## src/rtl/core/sal_pkg.sv

```systemverilog
package sal_pkg;

	localparam int SMP_W     = 24;
	localparam int FADE_W    = 13;
	localparam int LEN_W     = 21;
	localparam int OP_W      = 3;
	localparam int CFG_IDX_W = 2;

	localparam int unsigned DEF_MAX_FRAMES = 1048576;

	localparam logic [FADE_W-1:0] FADE_RST = 13'd96;
	localparam logic [LEN_W-1:0]  MAXF_RST = 21'd1048576;

	typedef enum logic [OP_W-1:0] {
		OP_FRAME,
		OP_PLAY,
		OP_STOP,
		OP_OVERDUB,
		OP_CLEAR,
		OP_REWIND
	} op_t;

	typedef enum logic [1:0] {
		MODE_STOP,
		MODE_REC,
		MODE_PLAY,
		MODE_OVD
	} mode_t;

	typedef enum logic [CFG_IDX_W-1:0] {
		CFG_FADE_LEN,
		CFG_MAX_FRAMES
	} cfg_idx_t;

	typedef struct packed {
		logic              start;
		logic [FADE_W-1:0] num;
		logic [FADE_W-1:0] den;
	} gain_req_t;

endpackage

```

## src/rtl/core/sal_gain.sv

```systemverilog
module sal_gain import sal_pkg::*; (
	input  logic                    clk,
	input  logic                    arst_n,
	input  gain_req_t               req,
	input  logic signed [SMP_W-1:0] in_l,
	input  logic signed [SMP_W-1:0] in_r,
	output logic                    done,
	output logic signed [SMP_W-1:0] out_l,
	output logic signed [SMP_W-1:0] out_r
);

	localparam int PROD_W = SMP_W + FADE_W;
	localparam int CNT_W  = $clog2(SMP_W);

	typedef enum logic [1:0] {
		G_IDLE,
		G_MUL_L,
		G_MUL_R,
		G_DIV
	} gstate_t;

	gstate_t            gst_q;
	logic               done_q;
	logic               neg_l_q, neg_r_q;
	logic [SMP_W-1:0]   mag_l_q, mag_r_q;
	logic [FADE_W-1:0]  num_q, den_q;
	logic [FADE_W-1:0]  rem_l_q, rem_r_q;
	logic [SMP_W-1:0]   lo_l_q, lo_r_q;
	logic [CNT_W-1:0]   cnt_q;

	logic [SMP_W-1:0]   mul_a;
	logic [PROD_W-1:0]  prod;
	logic [FADE_W:0]    t_l, t_r;
	logic               ge_l, ge_r;
	logic [FADE_W-1:0]  nrem_l, nrem_r;

	assign mul_a = (gst_q == G_MUL_R) ? mag_r_q : mag_l_q;
	assign prod  = PROD_W'(mul_a) * PROD_W'(num_q);

	always_comb begin
		t_l    = {rem_l_q, lo_l_q[SMP_W-1]};
		t_r    = {rem_r_q, lo_r_q[SMP_W-1]};
		ge_l   = t_l >= {1'b0, den_q};
		ge_r   = t_r >= {1'b0, den_q};
		nrem_l = ge_l ? FADE_W'(t_l - {1'b0, den_q}) : t_l[FADE_W-1:0];
		nrem_r = ge_r ? FADE_W'(t_r - {1'b0, den_q}) : t_r[FADE_W-1:0];
	end

	always_ff @(posedge clk or negedge arst_n) begin
		if (!arst_n) begin
			gst_q  <= G_IDLE;
			done_q <= 1'b0;
		end else begin
			done_q <= 1'b0;
			unique case (gst_q)
				G_IDLE: begin
					if (req.start) begin
						neg_l_q <= in_l[SMP_W-1];
						neg_r_q <= in_r[SMP_W-1];
						mag_l_q <= in_l[SMP_W-1] ? SMP_W'(-in_l) : SMP_W'(in_l);
						mag_r_q <= in_r[SMP_W-1] ? SMP_W'(-in_r) : SMP_W'(in_r);
						num_q   <= req.num;
						den_q   <= req.den;
						gst_q   <= G_MUL_L;
					end
				end
				G_MUL_L: begin
					rem_l_q <= prod[PROD_W-1:SMP_W];
					lo_l_q  <= prod[SMP_W-1:0];
					gst_q   <= G_MUL_R;
				end
				G_MUL_R: begin
					rem_r_q <= prod[PROD_W-1:SMP_W];
					lo_r_q  <= prod[SMP_W-1:0];
					cnt_q   <= CNT_W'(SMP_W - 1);
					gst_q   <= G_DIV;
				end
				G_DIV: begin
					rem_l_q <= nrem_l;
					rem_r_q <= nrem_r;
					lo_l_q  <= {lo_l_q[SMP_W-2:0], ge_l};
					lo_r_q  <= {lo_r_q[SMP_W-2:0], ge_r};
					if (cnt_q == '0) begin
						done_q <= 1'b1;
						gst_q  <= G_IDLE;
					end else begin
						cnt_q <= cnt_q - CNT_W'(1);
					end
				end
				default: gst_q <= G_IDLE;
			endcase
		end
	end

	assign done  = done_q;
	assign out_l = neg_l_q ? -$signed(lo_l_q) : $signed(lo_l_q);
	assign out_r = neg_r_q ? -$signed(lo_r_q) : $signed(lo_r_q);

endmodule

```

## config.mk

```make
export PLATFORM = sky130hd
export DESIGN_NAME = sal_gain
export DESIGN_NICKNAME = d
export VERILOG_FILES = /design/src/rtl/core/sal_pkg.sv /design/src/rtl/core/sal_gain.sv
export SDC_FILE = /design/constraint.sdc
export NUM_CORES = 1
export LEC_CHECK = 0
export BUFFER_PORTS_ARGS = -buffer_cell sky130_fd_sc_hd__buf_2
export CORE_MARGIN = 2
export CORE_UTILIZATION = 45
export DETAILED_ROUTE_END_ITERATION = 6
export GPL_TIMING_DRIVEN = 1
export HOLD_SLACK_MARGIN = 0.02
export SLEW_MARGIN = 10
export SYNTH_ARGS = -nofsm -noshare
export SYNTH_HDL_FRONTEND = slang
export SYNTH_SLANG_ARGS = --single-unit
```

## constraint.sdc

```tcl
create_clock -name clk -period 7.7 [get_ports clk]
set_input_delay 1.54 -clock clk [delete_from_list [all_inputs] [get_ports clk]]
set_output_delay 1.54 -clock clk [all_outputs]
set_load 0.05 [all_outputs]
```

==> impl_metrics.toml <==
[cells_and_area]
drive_above_1_share = 0.1007
multi_input_area_um2 = 12840
fill_cells = 3976
antenna_cells = 0
seqCellArea_um2 = 4730
final_cells = 2665
final_cell_mix = "inv_1 (338), nand2_1 (315), fa_1 (244), edfxtp_1 (155), and2_1 (147)"
mostFrequentLayoutCell = "inv_1"
finalNetCount = 2551
final_util = 0.4946
area_growth_pct = 8.465

[sta]
setup_viol = 0
rsz0062_at_grt = "no"
setup_tns_ns = 0
max_freq_ghz = 0.1357
hold_slack_ns = 0.5409
tightest_slew_ns = 1.190
fin_crit_ns = 7.368
fin_crit_sh = 0.9569
fin_skew_ns = 0.01626
final_max_slew_viol_count = 0
relSlewSlack = 0.2069
hold_viol_final = 0

[yosys]
synth_flop_cell = "edfxtp_1"
synthCells = 2045
synth_area_um2 = 19170
synth.yosys.seq_area_share = 0.2467
syn_avg_cell_area_um2 = 9.374
synthArstFlopShare = 0.01899
synth_edf_count = 155
synth_warnings = 0
ys_types = 60
ys_ff_latch = 158
synth.net_count = 2483

[detailed_routing]
via_per_inst = 5.241
vias = 13970
wirelength_um = 45740
ant_nets = 0
drc_errors = 0
dr.pass1.iters = 5
drtIter0Drc = 877
wl_per_cell_um = 17.16

[place]
portBuffers = 125
gp_congestion = 0.8672
dpl.cell_count = 2633
place_hpwl_um = 35500

[floorplanning]
row_count = 75
start_util = 0.4560
core-area_um2 = 42040
die_h_um = 210.4
io_pins = 126
fp.dieArea_um2 = 44270
die_w_um = 210.4

[clocking]
cts_tree = "built"
htreeDepth = 4
clock_path_buffers = 2
cts.sinks = 158
path_clk_slew_ns = 0.06
cts_inserted_buffers = 17
ctsRootBufferMaster = "clkbuf_16"
clk_latency_ns = 0.48
post-cts-setup-buffers = 0
cts_resized = 0
cts_hold_buffers = 0

[worst_setup_path]
r2r-start = "gst_q[0]"
arrival_ns = 7.56
reg2reg_slack_ns = 0.33
cp.required_ns = 7.89
reg2regPathDepth = 24
reg2reg_to = "rem_l_q[11]"
crit_type = "register to register"
path_max_fanout = 26
critPathLaunchType = "register"
cp-end-kind = "register"

[worst_hold_path]
whs_path_depth = 1
hold_class = "register to register"
min_from = "cnt_q[4]"
hold-path-endpoint = "done"

[grt]
first_global_vias = 14640
grt.total_usage = 0.2200
grt_overflow_total = 0
antenna_found_initial = 0
grt_max_degree = 71
grt_pass1_wl_um = 76020

[run]
max-cap-violations = 0

[run_status]
status = "finished clean"
## cells by family after synthesis
logic type      Yosys count  synth area share
xor+xnor                134           0.06122
buf+inv                 424           0.08368
fa+ha+maj               361            0.3312
mux                      36           0.02056
flops                   158            0.2467
simple gates            643            0.1617
compound gates          289           0.09497
## worst max-delay path: stages, from the launching register on
cell      delay (ns)
dfrtp_1         0.41
inv_1           0.10
ha_1            0.15
buf_4           0.33
mux2_2          0.48
and2_1          0.21
fa_1            0.54
inv_1           0.06
fa_1            0.56
inv_1           0.06
fa_1            0.50
inv_1           0.05
fa_1            0.48
fa_1            0.55
inv_1           0.04
ha_1            0.34
a21oi_1         0.14
o21ai_0         0.17
o21ai_0         0.38
a31oi_1         0.25
a21oi_1         0.45
o31ai_1         0.17
or4_1           0.42
o211ai_1        0.14
a21oi_1         0.07
## layout make-up
class                      instances  share of cell area
clock buffer                      17             0.02046
clock inverter                    15            0.007221
inverter                         338             0.06102
multi-input combinational       1463              0.6177
sequential                       158              0.2275
tap                              539             0.03243
timing repair buffer             135             0.03370
## layer usage
| metal | global-route usage | routed length (um) | part of all wire | vias up |
|---|---|---|---|---|
| met5 | 0 | 0 | 0 | - |
| li1 | - | - | - | 6712 |
| met1 | 0.3103 | 22020 | 0.48 | 6825 |
| met3 | 0.04127 | 2543 | 0.056 | 45 |
| met4 | 0.05852 | 801 | 0.018 | 0 |
| met2 | 0.3499 | 20380 | 0.45 | 384 |
## registers in the layout, indices dropped and copies added, names as in the netlist, 2 cells and up
name,flops
lo_r_q,24
gst_q,2
num_q,13
mag_r_q,24
cnt_q,5
rem_l_q,13
rem_r_q,13
den_q,13
mag_l_q,24
lo_l_q,24
## cell usage after synthesis (all sizes together), types with 16 or more instances
cell / instances / area [um^2]
inv: 338 / 1269
nand2: 315 / 1182
fa: 244 / 4885
edfxtp: 155 / 4654
and2: 147 / 919.6
ha: 117 / 1464
xnor2: 112 / 980.9
a21oi: 82 / 410.4
o21ai: 81 / 405.4
clkbuf: 74 / 277.8
nor2: 56 / 210.2
a21o: 42 / 315.3
mux2: 27 / 304.0
nor3: 25 / 125.1
xor2: 22 / 192.7
nand2b: 21 / 131.4
o31ai: 20 / 150.1
o41ai: 16 / 147.7
## worst max path at each step
stage | start | endpoint | slack, ns
global placement | gst_q[0] | rem_r_q[11] | 0.58
detailed placement | gst_q[0] | rem_l_q[11] | 0.36
CTS | gst_q[0] | rem_l_q[11] | 0.35
finish | gst_q[0] | rem_l_q[11] | 0.33
global route | gst_q[0] | rem_l_q[11] | 0.006
floorplan | gst_q[0] | rem_l_q[10] | 0.70
## stage by stage
step,worst slack [ns],cell area (um^2)
6_report,0.3322,20790
3_3_place_gp,0.5786,20220
2_1_floorplan,0.7027,19170
4_1_cts,0.3494,20790
3_5_place_dp,0.3638,20220
5_1_grt,0.006263,20790
Power is not shown: default switching activity piles up to over one toggle a cycle in this logic, so the estimate is an artifact.
